$ cat src/rtl/core/tlpn_pkg.sv
// types, constants and lfsr step functions for the complex pn generator
`default_nettype none

package tlpn_pkg;

  localparam int A_W        = 11;
  localparam int B_W        = 11;
  localparam int C_W        = 12;
  localparam int CFG_IDX_W  = 2;
  localparam int CFG_DATA_W = 12;

  localparam logic [CFG_IDX_W-1:0] CFG_SEED_A = CFG_IDX_W'(0);
  localparam logic [CFG_IDX_W-1:0] CFG_SEED_C = CFG_IDX_W'(1);

  localparam logic [A_W-1:0] SEED_A_RST  = A_W'(1);
  localparam logic [C_W-1:0] SEED_C_RST  = C_W'(1);
  localparam logic [B_W-1:0] B_INIT      = B_W'(1);
  localparam logic [C_W-1:0] ZERO_Q_SEED = 12'o7777;

  localparam int TAP_LO = 0;
  localparam int TAP_HI = 9;
  localparam int TAP_B1 = 3;
  localparam int TAP_B2 = 6;

  typedef struct packed {
    logic chip_i;
    logic chip_q;
    logic last_chip;
  } chip_t;

  typedef struct packed {
    logic                  we;
    logic [CFG_IDX_W-1:0]  idx;
    logic [CFG_DATA_W-1:0] data;
  } cfg_wr_t;

  function automatic logic [A_W-1:0] step_a(input logic [A_W-1:0] v);
    return {v[TAP_LO] ^ v[TAP_HI], v[A_W-1:1]};
  endfunction

  function automatic logic [B_W-1:0] step_b(input logic [B_W-1:0] v);
    return {v[TAP_LO] ^ v[TAP_B1] ^ v[TAP_B2] ^ v[TAP_HI], v[B_W-1:1]};
  endfunction

  // bit 11 drops into bit 10 on the shift and is or'ed with the feedback
  function automatic logic [C_W-1:0] step_c(input logic [C_W-1:0] v);
    return {1'b0, v[C_W-1] | (v[TAP_LO] ^ v[TAP_HI]), v[C_W-2:1]};
  endfunction

endpackage

`default_nettype wire

$ cat src/rtl/core/tlpn_if.sv
// handshake interfaces for the input, result and config channels
`default_nettype none

interface tlpn_in_if;
  logic valid;
  logic ready;
  logic restart;
  modport source (output valid, output restart, input ready);
  modport sink   (input valid, input restart, output ready);
endinterface

interface tlpn_out_if;
  logic valid;
  logic ready;
  logic chip_i;
  logic chip_q;
  logic last_chip;
  modport source (output valid, output chip_i, output chip_q, output last_chip, input ready);
  modport sink   (input valid, input chip_i, input chip_q, input last_chip, output ready);
endinterface

interface tlpn_cfg_if;
  logic                            valid;
  logic                            ready;
  logic [tlpn_pkg::CFG_IDX_W-1:0]  index;
  logic [tlpn_pkg::CFG_DATA_W-1:0] data;
  modport source (output valid, output index, output data, input ready);
  modport sink   (input valid, input index, input data, output ready);
endinterface

`default_nettype wire

$ cat src/rtl/core/three_lfsr_complex_pn_generator.sv
// top level of the three-lfsr complex pn chip generator
// usage:
//   in_if   : one word per chip tick; restart = 1 reloads the seeds and the
//             chip counter before that chip is produced
//   out_if  : one word per accepted input word, carrying chip_i, chip_q and
//             last_chip (set on the final chip of each sequence)
//   cfg_if  : index 0 writes seed_a, index 1 writes seed_c; other indexes
//             are ignored; always ready; seeds take effect at the next reload
// result: registered, shown on out_if in the cycle after its input word is taken
// throughput: one chip per clock while out_if.ready is high, set by the single result register
// reset: seeds are 1, lfsr a/b/c are 1, chip counter is 0, q zeroing is off
// stall: while a result waits and out_if.ready is low, in_if.ready drops;
//   the result register holds its word until it is taken
// a sequence is SEQUENCE_LENGTH chips long and then repeats on its own
`default_nettype none

module three_lfsr_complex_pn_generator #(
  parameter int SEQUENCE_LENGTH = 2047
) (
  input logic         clk,
  input logic         rst_n,
  tlpn_in_if.sink     in_if,
  tlpn_out_if.source  out_if,
  tlpn_cfg_if.sink    cfg_if
);

  tlpn_pkg::cfg_wr_t cfg;
  tlpn_pkg::chip_t   chip;
  tlpn_pkg::chip_t   chip_r;
  logic              step;
  logic              in_ready;

  assign cfg_if.ready = 1'b1;
  assign cfg.we       = cfg_if.valid;
  assign cfg.idx      = cfg_if.index;
  assign cfg.data     = cfg_if.data;

  assign in_if.ready  = in_ready;
  assign step         = in_if.valid && in_ready;

  tlpn_core #(
    .SEQUENCE_LENGTH(SEQUENCE_LENGTH)
  ) u_core (
    .clk     (clk),
    .rst_n   (rst_n),
    .cfg     (cfg),
    .step    (step),
    .restart (in_if.restart),
    .chip    (chip)
  );

  tlpn_out_reg u_out (
    .clk       (clk),
    .rst_n     (rst_n),
    .load      (step),
    .din       (chip),
    .out_ready (out_if.ready),
    .out_valid (out_if.valid),
    .dout      (chip_r),
    .in_ready  (in_ready)
  );

  assign out_if.chip_i    = chip_r.chip_i;
  assign out_if.chip_q    = chip_r.chip_q;
  assign out_if.last_chip = chip_r.last_chip;

endmodule

`default_nettype wire

$ cat src/rtl/core/tlpn_core.sv
// seed registers, lfsr state and per-chip step logic
`default_nettype none

module tlpn_core #(
  parameter int SEQUENCE_LENGTH = 2047
) (
  input  logic            clk,
  input  logic            rst_n,
  input  tlpn_pkg::cfg_wr_t cfg,
  input  logic            step,
  input  logic            restart,
  output tlpn_pkg::chip_t chip
);

  localparam int IDX_W = (SEQUENCE_LENGTH > 1) ? $clog2(SEQUENCE_LENGTH) : 1;
  localparam logic [IDX_W-1:0] LAST_IDX = IDX_W'(SEQUENCE_LENGTH - 1);

  logic [tlpn_pkg::A_W-1:0] seed_a_r;
  logic [tlpn_pkg::C_W-1:0] seed_c_r;
  logic [tlpn_pkg::A_W-1:0] lfsr_a_r, lfsr_a_nxt, a_cur;
  logic [tlpn_pkg::B_W-1:0] lfsr_b_r, lfsr_b_nxt, b_cur;
  logic [tlpn_pkg::C_W-1:0] lfsr_c_r, lfsr_c_nxt, c_cur;
  logic [IDX_W-1:0]         idx_r, idx_nxt, idx_cur;
  logic                     zq_r, zq_nxt, zq_cur, zq_seed, last;

  always_comb begin
    zq_seed = (seed_c_r == tlpn_pkg::ZERO_Q_SEED);
    // restart reloads before this chip
    a_cur   = restart ? seed_a_r : lfsr_a_r;
    b_cur   = restart ? tlpn_pkg::B_INIT : lfsr_b_r;
    c_cur   = restart ? seed_c_r : lfsr_c_r;
    idx_cur = restart ? '0 : idx_r;
    zq_cur  = restart ? zq_seed : zq_r;
    last    = (idx_cur >= LAST_IDX);

    chip.chip_i    = a_cur[0] ^ b_cur[0];
    chip.chip_q    = zq_cur ? 1'b0 : (c_cur[0] ^ b_cur[0]);
    chip.last_chip = last;

    if (last) begin
      lfsr_a_nxt = seed_a_r;
      lfsr_b_nxt = tlpn_pkg::B_INIT;
      lfsr_c_nxt = seed_c_r;
      idx_nxt    = '0;
      zq_nxt     = zq_seed;
    end else begin
      lfsr_a_nxt = tlpn_pkg::step_a(a_cur);
      lfsr_b_nxt = tlpn_pkg::step_b(b_cur);
      lfsr_c_nxt = tlpn_pkg::step_c(c_cur);
      idx_nxt    = idx_cur + IDX_W'(1);
      zq_nxt     = zq_cur;
    end
  end

  always_ff @(posedge clk) begin
    if (!rst_n) begin
      seed_a_r <= tlpn_pkg::SEED_A_RST;
      seed_c_r <= tlpn_pkg::SEED_C_RST;
      lfsr_a_r <= tlpn_pkg::SEED_A_RST;
      lfsr_b_r <= tlpn_pkg::B_INIT;
      lfsr_c_r <= tlpn_pkg::SEED_C_RST;
      idx_r    <= '0;
      zq_r     <= 1'b0;
    end else begin
      if (cfg.we) begin
        case (cfg.idx)
          tlpn_pkg::CFG_SEED_A: seed_a_r <= cfg.data[tlpn_pkg::A_W-1:0];
          tlpn_pkg::CFG_SEED_C: seed_c_r <= cfg.data[tlpn_pkg::C_W-1:0];
          default: ;
        endcase
      end
      if (step) begin
        lfsr_a_r <= lfsr_a_nxt;
        lfsr_b_r <= lfsr_b_nxt;
        lfsr_c_r <= lfsr_c_nxt;
        idx_r    <= idx_nxt;
        zq_r     <= zq_nxt;
      end
    end
  end

endmodule

`default_nettype wire

$ cat src/rtl/core/tlpn_out_reg.sv
// result register with valid/ready toward the receiver
`default_nettype none

module tlpn_out_reg (
  input  logic            clk,
  input  logic            rst_n,
  input  logic            load,
  input  tlpn_pkg::chip_t din,
  input  logic            out_ready,
  output logic            out_valid,
  output tlpn_pkg::chip_t dout,
  output logic            in_ready
);

  logic            valid_r;
  tlpn_pkg::chip_t data_r;

  assign in_ready  = !valid_r || out_ready;
  assign out_valid = valid_r;
  assign dout      = data_r;

  always_ff @(posedge clk) begin
    if (!rst_n) begin
      valid_r <= 1'b0;
    end else if (load) begin
      valid_r <= 1'b1;
    end else if (out_ready) begin
      valid_r <= 1'b0;
    end
  end

  always_ff @(posedge clk) begin
    if (load) begin
      data_r <= din;
    end
  end

endmodule

`default_nettype wire

$ cat src/flat_wrapper.sv
// flat-port wrapper written by rule: the top's interface ports become plain ports
module three_lfsr_complex_pn_generator_flat 
#(
  parameter int SEQUENCE_LENGTH = 2047
)
  (clk, rst_n, in_if_valid, in_if_restart, in_if_ready, out_if_valid, out_if_chip_i, out_if_chip_q, out_if_last_chip, out_if_ready, cfg_if_valid, cfg_if_index, cfg_if_data, cfg_if_ready);
  tlpn_in_if in_if_i ();
  tlpn_out_if out_if_i ();
  tlpn_cfg_if cfg_if_i ();
  input logic clk;
  input logic rst_n;
  input wire logic [$bits(in_if_i.valid)-1:0] in_if_valid;
  input wire logic [$bits(in_if_i.restart)-1:0] in_if_restart;
  output wire logic [$bits(in_if_i.ready)-1:0] in_if_ready;
  output wire logic [$bits(out_if_i.valid)-1:0] out_if_valid;
  output wire logic [$bits(out_if_i.chip_i)-1:0] out_if_chip_i;
  output wire logic [$bits(out_if_i.chip_q)-1:0] out_if_chip_q;
  output wire logic [$bits(out_if_i.last_chip)-1:0] out_if_last_chip;
  input wire logic [$bits(out_if_i.ready)-1:0] out_if_ready;
  input wire logic [$bits(cfg_if_i.valid)-1:0] cfg_if_valid;
  input wire logic [$bits(cfg_if_i.index)-1:0] cfg_if_index;
  input wire logic [$bits(cfg_if_i.data)-1:0] cfg_if_data;
  output wire logic [$bits(cfg_if_i.ready)-1:0] cfg_if_ready;
  assign in_if_i.valid = in_if_valid;
  assign in_if_i.restart = in_if_restart;
  assign in_if_ready = in_if_i.ready;
  assign out_if_valid = out_if_i.valid;
  assign out_if_chip_i = out_if_i.chip_i;
  assign out_if_chip_q = out_if_i.chip_q;
  assign out_if_last_chip = out_if_i.last_chip;
  assign out_if_i.ready = out_if_ready;
  assign cfg_if_i.valid = cfg_if_valid;
  assign cfg_if_i.index = cfg_if_index;
  assign cfg_if_i.data = cfg_if_data;
  assign cfg_if_ready = cfg_if_i.ready;
  three_lfsr_complex_pn_generator #(.SEQUENCE_LENGTH(SEQUENCE_LENGTH)) u_core (.clk(clk), .rst_n(rst_n), .in_if(in_if_i), .out_if(out_if_i), .cfg_if(cfg_if_i));
endmodule
$ cat config.mk
export PLATFORM = sky130hd
export DESIGN_NAME = three_lfsr_complex_pn_generator_flat
export DESIGN_NICKNAME = d
export VERILOG_FILES = /design/src/rtl/core/tlpn_pkg.sv /design/src/rtl/core/tlpn_if.sv /design/src/rtl/core/three_lfsr_complex_pn_generator.sv /design/src/rtl/core/tlpn_core.sv /design/src/rtl/core/tlpn_out_reg.sv /design/src/flat_wrapper.sv
export SDC_FILE = /design/constraint.sdc
export NUM_CORES = 1
export LEC_CHECK = 0
export ABC_CLOCK_PERIOD_IN_PS = 3050
export BUFFER_PORTS_ARGS = -buffer_cell sky130_fd_sc_hd__buf_2
export CELL_PAD_IN_SITES_DETAIL_PLACEMENT = 0
export CELL_PAD_IN_SITES_GLOBAL_PLACEMENT = 1
export CORE_ASPECT_RATIO = 1.2
export CORE_MARGIN = 2
export CORE_UTILIZATION = 49
export DETAILED_ROUTE_END_ITERATION = 10
export PLACE_DENSITY = 0.87
export SLEW_MARGIN = 25
export SYNTH_ARGS = -nofsm -noshare
export SYNTH_HDL_FRONTEND = slang
export SYNTH_HIERARCHICAL = 1
export SYNTH_SLANG_ARGS = --single-unit
$ cat constraint.sdc
create_clock -name clk -period 3.05 [get_ports clk]
set_input_delay 0.305 -clock clk [delete_from_list [all_inputs] [get_ports clk]]
set_output_delay 0.305 -clock clk [all_outputs]
set_load 0.05 [all_outputs]
Word-level counts from Yosys, hierarchy flattened:

Index checks and enable logic that the tools add are counted.
W data, S select, Z words.

* register bits after elaboration: 73
* input port bits: 20
* output and inout port bits: 6
* logic and storage cells: 42

* add/subtract/negate cells: 1
* $lt $le $gt $ge: 1
* eq/ne operators: 2
* mux-type cells: 12
* bitwise gates (word level): 8
* reductions and logical operators: 7

Operators by type and width (count)
* $mux W11: 6
* $mux W12: 2
* $eq A12 B12 Y1 const B: 1
* $add A11 B1 Y11 const B: 1
* $ge A11 B11 Y1 const B: 1
* $xor A1 B1 Y1: 7
* $mux W1: 4
* $reduce_and A2 Y1: 2
* $eq A2 B1 Y1 const B: 1
* $logic_not A2 Y1: 1
* $reduce_bool A2 Y1: 1
* $logic_and A1 B1 Y1: 1
* $logic_not A1 Y1: 1
* $logic_or A1 B1 Y1: 1
* $or A1 B1 Y1: 1

Depth between registers and ports, before layout:

Gate-level depths: netlist of run 1.

* depth in word-level cells: 5
* depth in mapped cells: 8
* mapped depth without buffers: 6

Modules after synthesis:

Netlist of run 1, hierarchy kept.

By module, submodules not included
* tlpn_core: times used 1, cells each 364, area an instance 3278.1 um^2, seq. area each 1381.3 um^2
* tlpn_out_reg: times used 1, cells each 7, area an instance 138.9 um^2, seq. area each 110.1 um^2
* three_lfsr_complex_pn_generator: times used 1, cells each 3, area an instance 17.5 um^2, seq. area each 0.0 um^2

Worst setup path before layout of run 1:

OpenSTA, ideal clock, no wires.

* path kind: register -> register
* start point: reg u_core.u_out.valid_r (netlist: u_core/u_out/out_valid)
* end point: reg u_core/u_core/lfsr_a_r[2] in the netlist's numbering
* setup time: 0.106 ns
* arrival: 2.142 ns
* data required time: 2.944 ns
* setup slack: 0.802 ns
* stages on the path, launching flop included: 9
* buffers on the path: 3
* period minus slack after synthesis: 2.248 ns
* cells stage by stage: dfxtp_1 -> nand2b_4 -> and2_1 -> buf_2 -> inv_2 -> buf_1 -> clkbuf_1 -> nand3_1 -> o311ai_0

* word-level cells in the longest chain between the ends: 3

Ends and longest elaborated chain
* start: declaration: RTL line tlpn_out_reg.sv:15 `logic valid_r;`
* start signal: assignment: RTL line tlpn_out_reg.sv:24 `valid_r <= 1'b0;`
* start signal: assignment: RTL line tlpn_out_reg.sv:26 `valid_r <= 1'b1;`
* start signal: assignment: RTL line tlpn_out_reg.sv:28 `valid_r <= 1'b0;`
* $logic_not A1 Y1: RTL line tlpn_out_reg.sv:18 `assign in_ready = !valid_r || out_ready;`
* $logic_or A1 B1 Y1: RTL line tlpn_out_reg.sv:18
* named net in_if_ready: RTL line flat_wrapper.sv:14 `output wire logic [$bits(in_if_i.ready)-1:0] in_if_ready;`
* $logic_and A1 B1 Y1: RTL line three_lfsr_complex_pn_generator.sv:39 `assign step = in_if.valid && in_ready;`
* named net u_core.step: RTL line three_lfsr_complex_pn_generator.sv:30 `logic step;`
* end signal: assignment: RTL line tlpn_core.sv:59 `lfsr_a_r <= tlpn_pkg::SEED_A_RST;`
* end signal: assignment: RTL line tlpn_core.sv:73 `lfsr_a_r <= lfsr_a_nxt;`
* end: declaration: RTL line tlpn_core.sv:20 `logic [tlpn_pkg::A_W-1:0] lfsr_a_r, lfsr_a_nxt, a_cur;`

The timed path passes the listed nets, and every way through them passes these cells.
A chain may end at the register's enable or synchronous reset.

Final worst setup path of run 1:

* start point: reg u_core.u_out.valid_r (netlist: u_core/u_out/out_valid)
* end point: reg u_core/u_core/lfsr_b_r[2] in the netlist's numbering

* word-level cells in the longest chain between the ends: 3

Ends and longest elaborated chain
* $logic_not A1 Y1: RTL line tlpn_out_reg.sv:18
* $logic_or A1 B1 Y1: RTL line tlpn_out_reg.sv:18
* $logic_and A1 B1 Y1: RTL line three_lfsr_complex_pn_generator.sv:39
* named net u_core.step: RTL line three_lfsr_complex_pn_generator.sv:30
* end signal: assignment: RTL line tlpn_core.sv:60 `lfsr_b_r <= tlpn_pkg::B_INIT;`
* end signal: assignment: RTL line tlpn_core.sv:74 `lfsr_b_r <= lfsr_b_nxt;`
* end: declaration: RTL line tlpn_core.sv:21 `logic [tlpn_pkg::B_W-1:0] lfsr_b_r, lfsr_b_nxt, b_cur;`

The timed path passes the listed nets, and every way through them passes these cells.

==> results.txt, run 1 <==
Post-synth top area share - 40.8%
Max Cap Violations - 0
Crit. path cell count - 6
Final period util - 62.4%
DR vias - 2858
Final Net Count - 403
First-pass GRT wire length - 12700 microns
Crit path DAT - 2.20 ns
Die area - 0.00770 sq mm
Yosys reg bits - 73
GPL Wtd Cong - 0.834
Fmax - 0.525 GHz
CTS tree - built
Post-layout minimum cycle time - 1.90 ns
Vias in the first global route - 2616
Total track usage - 21.0%
Mapped Area - 0.00343 sq mm
Total chip power - 2010 uW
EDFF count, synth - 3
H-tree levels - 3
Slew headroom - 51.7%
Initial core utilization - 50.4%
Post-cts gate resize count - 0
Maximum vdd drop - 0.307 mV
Worst-Skew Late Latency - 0.35 ns
Cells on worst reg2reg path - 6
Clock Sinks - 73
Seq/Total Area, Yosys - 43.4%
HPWL after DPL - 4870 microns
Post-route ant nets - 0
Synth area leaders - dfxtp_1 41%, mux2i_1 9.6%, o311ai_0 4.8%, nand4_1 4.4%, nand3_1 4.2%
Final Max Slew Viols - 0
Status - finished, final reports clean
Post-Syn Instances - 374
Area Overhead vs Synth - 10.9%
CTS root buf - clkbuf_8
Post-layout utilization of the core - 55.9%
Critical Path RT - 3.34 ns
Vias/cell - 6.02
CP top delay family - simple AND/OR/NAND/NOR gates
DRC viols - 0
Yosys top cell by area - dfxtp_1
Postcts setup bufs - 0
Grt ovf - 0
Sequential cell area - 0.00149 sq mm
Crit-path max FO - 16
Multi-input gate area - 0.00177 sq mm
Fillers - 631
PD cells - 527 mW/mm^2
Reg2reg start - u_core/u_out/out_valid
Worst hold-check path type - in2reg
DRT Wirelength - 7420 microns
Syn avg cell area - 9.18 sq um
Synth warn - 6
Die H - 95.7 microns
IO buf count - 24
CP cell instances - nand2b_4 -> and2_1 -> buf_4 -> inv_2 -> nor4_2 -> a22o_1
Slowest Stage Delay on Critical Path - 0.70 ns
CORE AREA - 0.00681 sq mm
Worst slew pin tran - 0.719 ns
Std cell rows - 33
Io pins - 26
Final clock skew - 0.00999 ns
Crit Reg-Reg Endpoint - u_core/u_core/lfsr_b_r[2]
Hold buffer count at CTS - 0
Setup TNS - 0 ns
Slowest-stage cell, CP - nor4_2
CP Capture Type - register
Mapped Nets - 394
Worst setup path endpoint - u_core/u_core/lfsr_b_r[2]
Top post-synthesis cells by count - 70 x dfxtp_1, 35 x nand2_1, 33 x mux2i_1, 29 x nand3_1, 24 x nand4_1
Buffers plus inverters on the worst setup path - 2
Most common cell in the netlist - dfxtp_1
Clk buf depth - 2
RSZ-0062 raised after global routing - no
Routed len/inst - 15.6 microns
Final setup viols - 0
Synth Flop Type - dfxtp_1
Synth cell types - 59
Leakage - 0.00136 uW
Layout cell share with drive strength beyond 1 - 16.0%
Worst-path clk slew - 0.08 ns
Class of the most critical setup path - reg2reg
Ys async rst share - 0%
CP Launch Type - register
Largest net degree at the start of global routing - 57
1st-pass router iterations - 4
N_diodes - 0
DIE WIDTH - 80.4 microns
Initial antenna violation count - 0
DRT iter0 DRCs - 150
TritonCTS buffer count - 9
Crit path launch - u_core/u_out/out_valid
Final hold viol count - 0
R2r setup slk - 1.15 ns
-- placed cells by master (no fill, tap or decap), drive strengths merged, types with 2 or more instances in the layout --
| cell type | n |
|---|---|
| a211o | 2 |
| a21o | 2 |
| a21oi | 15 |
| a22o | 9 |
| a311o | 2 |
| a31o | 2 |
| a31oi | 3 |
| a32o | 2 |
| and3b | 2 |
| buf | 34 |
| clkbuf | 12 |
| clkinv | 4 |
| dfxtp | 70 |
| edfxtp | 3 |
| inv | 3 |
| mux2i | 33 |
| nand2 | 36 |
| nand2b | 3 |
| nand3 | 30 |
| nand3b | 4 |
| nand4 | 24 |
| nor2 | 22 |
| nor2b | 2 |
| nor3 | 6 |
| nor4 | 2 |
| o21ai | 6 |
| o311ai | 19 |
| o31ai | 5 |
| or4 | 2 |
| xnor2 | 4 |
| xor2 | 4 |
-- worst min path at each step --
stage                                          from  slack (ns)  cells past startpoint                         end
after global routing                cfg_if_data[11]        0.20                      3  u_core/u_core/seed_c_r[11]
after global placement           u_core/u_core/zq_r        0.45                      2          u_core/u_core/zq_r
after detailed placement  u_core/u_core/lfsr_b_r[2]        0.45                      1   u_core/u_core/lfsr_b_r[1]
after CTS                            cfg_if_data[0]        0.19                      3   u_core/u_core/seed_a_r[0]
after floorplan                      cfg_if_data[0]        0.43                      2   u_core/u_core/seed_c_r[0]
final                                cfg_if_data[0]        0.20                      3   u_core/u_core/seed_a_r[0]
-- cell type report --
type / instances / area share, %
Clock buffer: 12 / 4.37
Inverter: 4 / 0.394
Multi-Input combinational cell: 261 / 46.5
Tap cell: 87 / 2.86
Clock inverter: 4 / 1.28
Sequential cell: 73 / 39.2
Timing Repair Buffer: 34 / 5.46
-- per-layer routing --
| layer | routed length [microns] | up-vias | global-route usage [%] |
|---|---|---|---|
| met3 | 288 | 11 | 3.28 |
| met4 | 141 | 0 | 10.6 |
| met1 | 3540 | 1363 | 28.5 |
| met2 | 3450 | 60 | 32.4 |
| li1 | - | 1424 | - |
| met5 | 0 | - | 0 |
-- metrics by stage --
stage	cell area (sq um)	hold WS, ns	instances	setup WS, ns
2_1_floorplan	3430	0.429	374	0.802
3_3_place_gp	3590	0.447	459	1.00
3_5_place_dp	3590	0.454	459	0.955
4_1_cts	3810	0.189	475	1.14
5_1_grt	3810	0.202	475	0.975
6_report	3810	0.201	475	1.15
-- report_power, final --
group	switching (uW)	internal, uW	leakage [uW]	total [uW]
logic	120	66.2	0.000650	186
clock network	360	449	0.000111	809
registers	24.0	987	0.000598	1010
total	504	1500	0.00136	2010
-- cells by family (layout without fill, tap and decap cells) --
family                 after synthesis  in the layout  synth area share, %
buffers and inverters               40             54                 5.46
XOR/XNOR                             8              8                 2.04
AO/OA/AOI/OAI                       76             76                 17.0
other                                1              1                0.109
flip-flops                          73             73                 43.4
multiplexers                        34             34                 9.95
AND/OR/NAND/NOR                    142            142                 22.0
-- tightest hold or removal path: stages --
cell     delay (ns)
buf_2          0.09
mux2i_1        0.06
nand2_1        0.06
-- flip-flops by register name, indices dropped and copies added (netlist names) --
signal,cells
u_core/u_core/lfsr_b_r,11
u_core/u_out/out_valid,1
u_core/u_out/dout,3
u_core/u_core/seed_a_r,11
u_core/u_core/lfsr_a_r,11
u_core/u_core/lfsr_c_r,12
u_core/u_core/seed_c_r,12
u_core/u_core/idx_r,11
u_core/u_core/zq_r,1
(Power assumes the default switching activity.)
==> run 2: changes to the inputs <==
--- a/config.mk
+++ b/config.mk
@@ -5,15 +5,16 @@
 export SDC_FILE = /design/constraint.sdc
 export NUM_CORES = 1
 export LEC_CHECK = 0
-export ABC_CLOCK_PERIOD_IN_PS = 3050
+export ABC_AREA = 1
+export ABC_CLOCK_PERIOD_IN_PS = 1900
 export BUFFER_PORTS_ARGS = -buffer_cell sky130_fd_sc_hd__buf_2
 export CELL_PAD_IN_SITES_DETAIL_PLACEMENT = 0
 export CELL_PAD_IN_SITES_GLOBAL_PLACEMENT = 1
 export CORE_ASPECT_RATIO = 1.2
 export CORE_MARGIN = 2
-export CORE_UTILIZATION = 49
+export CORE_UTILIZATION = 43
 export DETAILED_ROUTE_END_ITERATION = 10
-export PLACE_DENSITY = 0.87
+export PLACE_DENSITY = 0.83
 export SLEW_MARGIN = 25
 export SYNTH_ARGS = -nofsm -noshare
 export SYNTH_HDL_FRONTEND = slang
==> constraint.sdc (replaced) <==
create_clock -name clk -period 1.9 [get_ports clk]
set_input_delay 0.19 -clock clk [delete_from_list [all_inputs] [get_ports clk]]
set_output_delay 0.19 -clock clk [all_outputs]
set_load 0.05 [all_outputs]
==> run 2 against run 1 <==
Against the previous run: clock skew up 0.0021 ns; worst hold slack worse by 0.11 ns; register-to-register slack worse by 0.72 ns; cell count up 46%; sequential power up 64%; synthesized area up 7.2%; global-route usage down 0.46 points; sequential share of layout area down 2.7 points; sequential cell count unchanged; clock power up 58%; power up 67%; die area up 21%; highest routed layer unchanged.
==> results.txt, run 2 <==
Leakage - 0.00173 uW (was 0.00136 uW)
Max Cap Violations - 0 (unchanged)
Seq/Total Area, Yosys - 40.5% (was 43.4%)
Worst-path clk slew - 0.08 ns (about the same)
Top flop regs - u_core/u_core/lfsr_c_r (12), u_core/u_core/seed_c_r (12) (unchanged)
Comb pwr share - 12.0% (was 9.3%)
Post-route ant nets - 0 (unchanged)
Final hold viol count - 0 (unchanged)
H-tree levels - 3 (unchanged)
Commonest cells after routing, fill and taps aside - 134 x nand2_1, 69 x dfxtp_1, 63 x inv_1 (was 70 x dfxtp_1, 35 x nand2_1, 33 x mux2i_1)
Initial antenna violation count - 0 (unchanged)
Postcts setup bufs - 0 (unchanged)
Initial core utilization - 43.7% (was 50.4%)
Syn avg cell area - 6.56 sq um (was 9.18 sq um)
Switching Power - 908 uW (was 504 uW)
Hold WS - 0.0876 ns (was 0.201 ns)
Die H - 105 microns (was 95.7 microns)
First-pass GRT wire length - 15100 microns (was 12700 microns)
Final Max Slew Viols - 0 (unchanged)
GR Util met3 - 2.90% (was 3.28%)
Maximum vdd drop - 0.415 mV (was 0.307 mV)
Worst hold-check path type - in2reg (unchanged)
Std cell rows - 37 (was 33)
Grt ovf - 0 (unchanged)
IO buf count - 24 (unchanged)
Final clock skew - 0.0121 ns (was 0.00999 ns)
Post-Place Worst Slack - 0.315 ns (was 0.955 ns)
Synth Flop Type - dfxtp_1 (unchanged)
HPWL after DPL - 5840 microns (was 4870 microns)
Crit path DAT - 1.75 ns (was 2.20 ns)
TritonCTS buffer count - 9 (unchanged)
Final setup viols - 0 (unchanged)
CORE AREA - 0.00843 sq mm (was 0.00681 sq mm)
DR vias - 3529 (was 2858)
Fmax - 0.679 GHz (was 0.525 GHz)
Mapped Nets - 581 (was 394)
Setup WS post-layout - 0.428 ns (was 1.15 ns)
Routed len/inst - 12.9 microns (was 15.6 microns)
Clock Sinks - 73 (unchanged)
Synth cell types - 30 (was 59)
Mapped Area - 0.00368 sq mm (was 0.00343 sq mm)
Layout cell share with drive strength beyond 1 - 11.1% (was 16.0%)
Synth area leaders - dfxtp_1 38%, nand2_1 14%, o21ai_0 6.9%, a21oi_1 6.5%, nand3_1 6.5% (was dfxtp_1 41%, mux2i_1 9.6%, o311ai_0 4.8%, nand4_1 4.4%, nand3_1 4.2%)
DRT iter0 DRCs - 194 (was 150)
Met2 Track Usage GR - 33.9% (was 32.4%)
Clk buf depth - 2 (unchanged)
Critical Path RT - 2.18 ns (was 3.34 ns)
Synth warn - 6 (unchanged)
Final Net Count - 593 (was 403)
Most common cell in the netlist - nand2_1 (was dfxtp_1)
Design Area, Final - 0.00410 sq mm (was 0.00381 sq mm)
Met1 Use GR - 26.9% (was 28.5%)
PD cells - 817 mW/mm^2 (was 527 mW/mm^2)
Post-cts gate resize count - 0 (unchanged)
Switching Share - 27.2% (was 25.1%)
Setup TNS - 0 ns (unchanged)
Io pins - 26 (unchanged)
Total track usage - 20.5% (was 21.0%)
GRT Max-Usage Layer - met2 (unchanged)
Die area - 0.00932 sq mm (was 0.00770 sq mm)
DRC viols - 0 (unchanged)
Post-synth top area share - 38.1% (was 40.8%)
CTS tree - built (unchanged)
DRT Wirelength - 8970 microns (was 7420 microns)
Vias/cell - 5.08 (was 6.02)
GPL Wtd Cong - 0.802 (was 0.834)
Area Overhead vs Synth - 11.2% (was 10.9%)
Top post-synthesis cells by count - 134 x nand2_1, 70 x dfxtp_1, 63 x inv_1, 61 x nor2_1, 51 x o21ai_0 (was 70 x dfxtp_1, 35 x nand2_1, 33 x mux2i_1, 29 x nand3_1, 24 x nand4_1)
Ys async rst share - 0% (unchanged)
Class of the most critical setup path - reg2reg (unchanged)
Clock share of power - 38.4% (was 40.3%)
CP Capture Type - register (unchanged)
Yosys top cell by area - dfxtp_1 (unchanged)
Post-Syn Instances - 561 (was 374)
CP Launch Type - register (unchanged)
DIE WIDTH - 88.5 microns (was 80.4 microns)
Int Pwr - 2440 uW (was 1500 uW)
CTS root buf - clkbuf_8 (unchanged)
Crit-path max FO - 24 (was 16)
1st-pass router iterations - 4 (unchanged)
Commonest non-fill, non-tap cell in the layout - nand2_1 (was dfxtp_1)
N_diodes - 0 (unchanged)
RSZ-0062 raised after global routing - no (unchanged)
Sequential share of power - 49.7% (was 50.4%)
Hold buffer count at CTS - 0 (unchanged)
Worst-Skew Late Latency - 0.35 ns (about the same)
Final period util - 77.5% (was 62.4%)
Status - finished, final reports clean (unchanged)
EDFF count, synth - 3 (unchanged)
Largest net degree at the start of global routing - 48 (was 57)
Vias in the first global route - 3262 (was 2616)
Yosys reg bits - 73 (unchanged)
Post-layout utilization of the core - 48.6% (was 55.9%)
Placed Area - 0.00388 sq mm (was 0.00359 sq mm)
Post-layout minimum cycle time - 1.47 ns (was 1.90 ns)
run 2: cell count changes after synthesis, sizes merged, moves of 4 or more:
cell	before	now
nand2	36	137
inv	3	65
o21ai	6	52
nor2	22	62
a21oi	15	49
mux2i	33	0
nand3	30	49
o311ai	19	0
a22o	9	0
o31ai	5	0
buf	16	20
clkbuf	20	16
run 2: metrics by stage:
step / power (uW) / std cells
2_1_floorplan: 1990 / 561
3_3_place_gp: 2090 / 679
3_5_place_dp: 2100 / 679
4_1_cts: 3390 / 695
5_1_grt: 3520 / 695
6_report: 3340 / 695
run 2: final timing paths:
check / from / to / slack, ns / cells after the start
setup / recovery: u_core/u_core/idx_r[3] / u_core/u_core/idx_r[9] / 0.43 / 7
hold / removal: cfg_if_data[10] / u_core/u_core/seed_a_r[10] / 0.09 / 3
setup reg to reg: u_core/u_core/idx_r[3] / u_core/u_core/idx_r[9] / 0.43 / 7
hold reg to reg: u_core/u_core/lfsr_b_r[2] / u_core/u_core/lfsr_b_r[2] / 0.47 / 2
run 2: worst max-delay path: stages (launching register included):
cell and delay, ns:
dfxtp_1 0.38, nand3_1 0.16, nor2_4 0.17, buf_4 0.30, nand3_1 0.11, nand2_1 0.08
nand3_1 0.07, a21oi_1 0.13
run 2: cells by family (layout without fill, tap and decap cells):
logic type	count (synthesis)	in the layout	synth area share, %
AOI/OAI and AO/OA	104	104	14.6
xor gates and xnor gates	4	4	0.952
buffers and inverters	104	121	11.7
DFF	73	73	40.5
other	1	1	0.102
and+or+nand+nor	275	275	32.1
run 2: layout make-up:
cell class	instances	area, sq um
Inverter	68	255
Clock inverter	6	63.8
Tap cell	117	146
Multi-Input combinational cell	384	1760
Clock buffer	10	149
Sequential cell	73	1490
Timing Repair Buffer	37	230
Fill cell	901	4330
run 2: power by group through the flow:
stage                     logic [uW]  clock network (uW)  registers [uW]
after floorplan                  279                   0            1710
after global placement           400                   0            1690
after detailed placement         402                   0            1700
after CTS                        405                1330            1660
after global routing             456                1390            1670
final                            400                1280            1660
run 2: per-layer routing:
| layer | share of wire, % | wire length [microns] | vias to the layer above |
|---|---|---|---|
| met4 | 1.3 | 121 | 0 |
| li1 | - | - | 1825 |
| met3 | 3.7 | 332 | 11 |
| met5 | 0 | 0 | - |
| met2 | 47 | 4200 | 65 |
| met1 | 48 | 4320 | 1628 |
==> run 3: changes to the inputs <==
--- a/config.mk
+++ b/config.mk
@@ -6,7 +6,7 @@
 export NUM_CORES = 1
 export LEC_CHECK = 0
 export ABC_AREA = 1
-export ABC_CLOCK_PERIOD_IN_PS = 1900
+export ABC_CLOCK_PERIOD_IN_PS = 1400
 export BUFFER_PORTS_ARGS = -buffer_cell sky130_fd_sc_hd__buf_2
 export CELL_PAD_IN_SITES_DETAIL_PLACEMENT = 0
 export CELL_PAD_IN_SITES_GLOBAL_PLACEMENT = 1
==> constraint.sdc (replaced) <==
create_clock -name clk -period 1.4 [get_ports clk]
set_input_delay 0.14 -clock clk [delete_from_list [all_inputs] [get_ports clk]]
set_output_delay 0.14 -clock clk [all_outputs]
set_load 0.05 [all_outputs]
==> run 3 against run 2 <==
Against the previous run: clock power increased by 18%; sequential share of layout area decreased by 2.4 points; combinational power increased by 51%; via count increased by 4.3%; sequential power increased by 36%; register-to-register slack got worse by 0.40 ns.
==> results.txt, run 3 (synthesis results as in run 2) <==
Status - finished, final reports clean (unchanged)
Final setup viols - 0 (unchanged)
Worst-path clk slew - 0.08 ns (about the same)
First-pass GRT wire length - 16100 microns (was 15100 microns)
Clock Sinks - 73 (unchanged)
Die area - 0.00932 sq mm (unchanged)
Clk buf depth - 2 (unchanged)
Vias/cell - 5.12 (was 5.08)
Initial antenna violation count - 0 (unchanged)
Top flop regs - u_core/u_core/lfsr_c_r (12), u_core/u_core/seed_c_r (12) (unchanged)
Grt ovf - 0 (unchanged)
PD cells - 989 mW/mm^2 (was 817 mW/mm^2)
Vias in the first global route - 3488 (was 3262)
Worst-Skew Late Latency - 0.36 ns (was 0.35 ns)
Area Overhead vs Synth - 19.9% (was 11.2%)
Worst hold endpoint - u_core/u_core/seed_a_r[4] (was u_core/u_core/seed_a_r[10])
Post-layout minimum cycle time - 1.37 ns (was 1.47 ns)
Switching Power - 1230 uW (was 908 uW)
DR vias - 3681 (was 3529)
RSZ-0062 raised after global routing - yes (was no)
H-tree levels - 3 (unchanged)
R2r setup slk - 0.03 ns (was 0.43 ns)
Crit path DAT - 1.64 ns (was 1.75 ns)
Die H - 105 microns (unchanged)
CP Capture Type - register (unchanged)
Worst hold-check path type - in2reg (unchanged)
Comb pwr share - 13.8% (was 12.0%)
Crit-path max FO - 11 (was 24)
Final Max Slew Viols - 0 (unchanged)
Leakage - 0.00191 uW (was 0.00173 uW)
GPL Wtd Cong - 0.876 (was 0.802)
Fillers - 865 (was 901)
Total chip power - 4370 uW (was 3340 uW)
Max Cap Violations - 0 (unchanged)
Total track usage - 22.0% (was 20.5%)
CTS tree - built (unchanged)
Initial core utilization - 43.7% (unchanged)
CTS root buf - clkbuf_8 (unchanged)
Min-delay src - cfg_if_data[4] (was cfg_if_data[10])
Maximum vdd drop - 0.583 mV (was 0.415 mV)
Fmax - 0.728 GHz (was 0.679 GHz)
CP Launch Type - register (unchanged)
Final hold viol count - 0 (unchanged)
Layout cell share with drive strength beyond 1 - 17.9% (was 11.1%)
DIE WIDTH - 88.5 microns (unchanged)
DRT iter0 DRCs - 208 (was 194)
Switching Share - 28.2% (was 27.2%)
IO buf count - 24 (unchanged)
Final period util - 98.2% (was 77.5%)
Int Pwr - 3140 uW (was 2440 uW)
Critical Path RT - 1.66 ns (was 2.18 ns)
Reg2reg start - u_core/u_core/idx_r[9] (was u_core/u_core/idx_r[3])
Largest net degree at the start of global routing - 44 (was 48)
Final Non-Filler Cells - 719 (was 695)
HPWL after DPL - 6330 microns (was 5840 microns)
Commonest non-fill, non-tap cell in the layout - nand2_1 (unchanged)
Placed Cells incl. Taps - 701 (was 679)
Worst Hold Depth - 3 (unchanged)
DRT Wirelength - 9690 microns (was 8970 microns)
Std cell rows - 37 (unchanged)
Cells on worst reg2reg path - 8 (was 7)
Sequential share of power - 51.6% (was 49.7%)
Crit Reg-Reg Endpoint - u_core/u_core/lfsr_a_r[1] (was u_core/u_core/idx_r[9])
Final Net Count - 618 (was 593)
TritonCTS buffer count - 9 (unchanged)
Commonest cells after routing, fill and taps aside - 128 x nand2_1, 64 x dfxtp_1, 61 x inv_1 (was 134 x nand2_1, 69 x dfxtp_1, 63 x inv_1)
Clock share of power - 34.6% (was 38.4%)
CORE AREA - 0.00843 sq mm (unchanged)
N_diodes - 0 (unchanged)
1st-pass router iterations - 4 (unchanged)
Final clock skew - 0.00637 ns (was 0.0121 ns)
DRC viols - 0 (unchanged)
Io pins - 26 (unchanged)
Post-route ant nets - 0 (unchanged)
Class of the most critical setup path - reg2reg (unchanged)
Routed len/inst - 13.5 microns (was 12.9 microns)
Hold buffer count at CTS - 0 (unchanged)
[run 3: changes by cell type in the layout (fill, tap and decap cells not counted), sizes merged]
cell      previous run  this run
clkbuf              10        14
buf                 37        60
clkinv               5         4
clkinvlp             2         1
bufinv               1         0
[run 3: final cells by class]
class,instances,area [sq um],share of cell area (%)
multi-input combinational,384,1850,41.9
sequential,73,1500,34.0
timing repair buffer,62,485,11.0
inverter,68,260,5.89
clock buffer,12,155,3.51
tap,117,146,3.32
clock inverter,3,17.5,0.397
[run 3: power by group through the flow]
stage	Clock [uW]	Sequential (uW)	Combinational (uW)
final	1510	2250	603
after global routing	1660	2260	678
after CTS	1560	2250	591
after detailed placement	0	2300	589
after global placement	0	2300	582
after floorplan	0	2320	389
[run 3: worst max-delay path: stages (launching register included)]
cell       delay, ns
dfxtp_2         0.37
nand2_4         0.07
nor3_4          0.26
nand3_4         0.15
clkbuf_16       0.20
nand2_1         0.06
nand3_1         0.06
nand2_1         0.07
inv_1           0.04
[run 3: repair_timing]
action,CTS,global route
endpoints found under the setup margin,0,44
gates resized for setup,0,29
setup buffers,0,1
[run 3: worst max path at each step]
| stage | from | end | depth (start not counted) |
|---|---|---|---|
| after global placement | in_if_restart | u_core/u_core/lfsr_b_r[10] | 9 |
| final | u_core/u_core/idx_r[9] | u_core/u_core/lfsr_a_r[1] | 8 |
| after floorplan | u_core/u_out/out_valid | u_core/u_core/lfsr_a_r[10] | 9 |
| after global routing | u_core/u_core/idx_r[9] | u_core/u_core/lfsr_c_r[1] | 8 |
| after detailed placement | in_if_restart | u_core/u_core/idx_r[10] | 9 |
| after CTS | u_core/u_core/idx_r[4] | u_core/u_core/zq_r | 8 |
[run 3: through the flow]
step | TNS, ns | hold WS (ns) | setup slack (ns) | utilization (%) | area (sq um)
CTS | 0 | 0.0239 | 0.0502 | 50.6 | 4260
detailed placement | -0.0852 | 0.398 | -0.0279 | 48.6 | 4090
global route | -1.46 | 0.0327 | -0.0857 | 52.4 | 4420
global placement | 0 | 0.401 | 0.0245 | 48.6 | 4090
floorplan | 0 | 0.252 | 0.0123 | - | 3710
finish | 0 | 0.0382 | 0.0258 | 52.4 | 4420
[run 3: routing by layer]
| layer | track usage, % | routed length, microns | vias to the layer above |
|---|---|---|---|
| met5 | 0 | 0 | - |
| met4 | 8.12 | 211 | 0 |
| met3 | 4.93 | 427 | 13 |
| met2 | 35.6 | 4630 | 81 |
| met1 | 28.4 | 4420 | 1708 |
| li1 | - | - | 1879 |
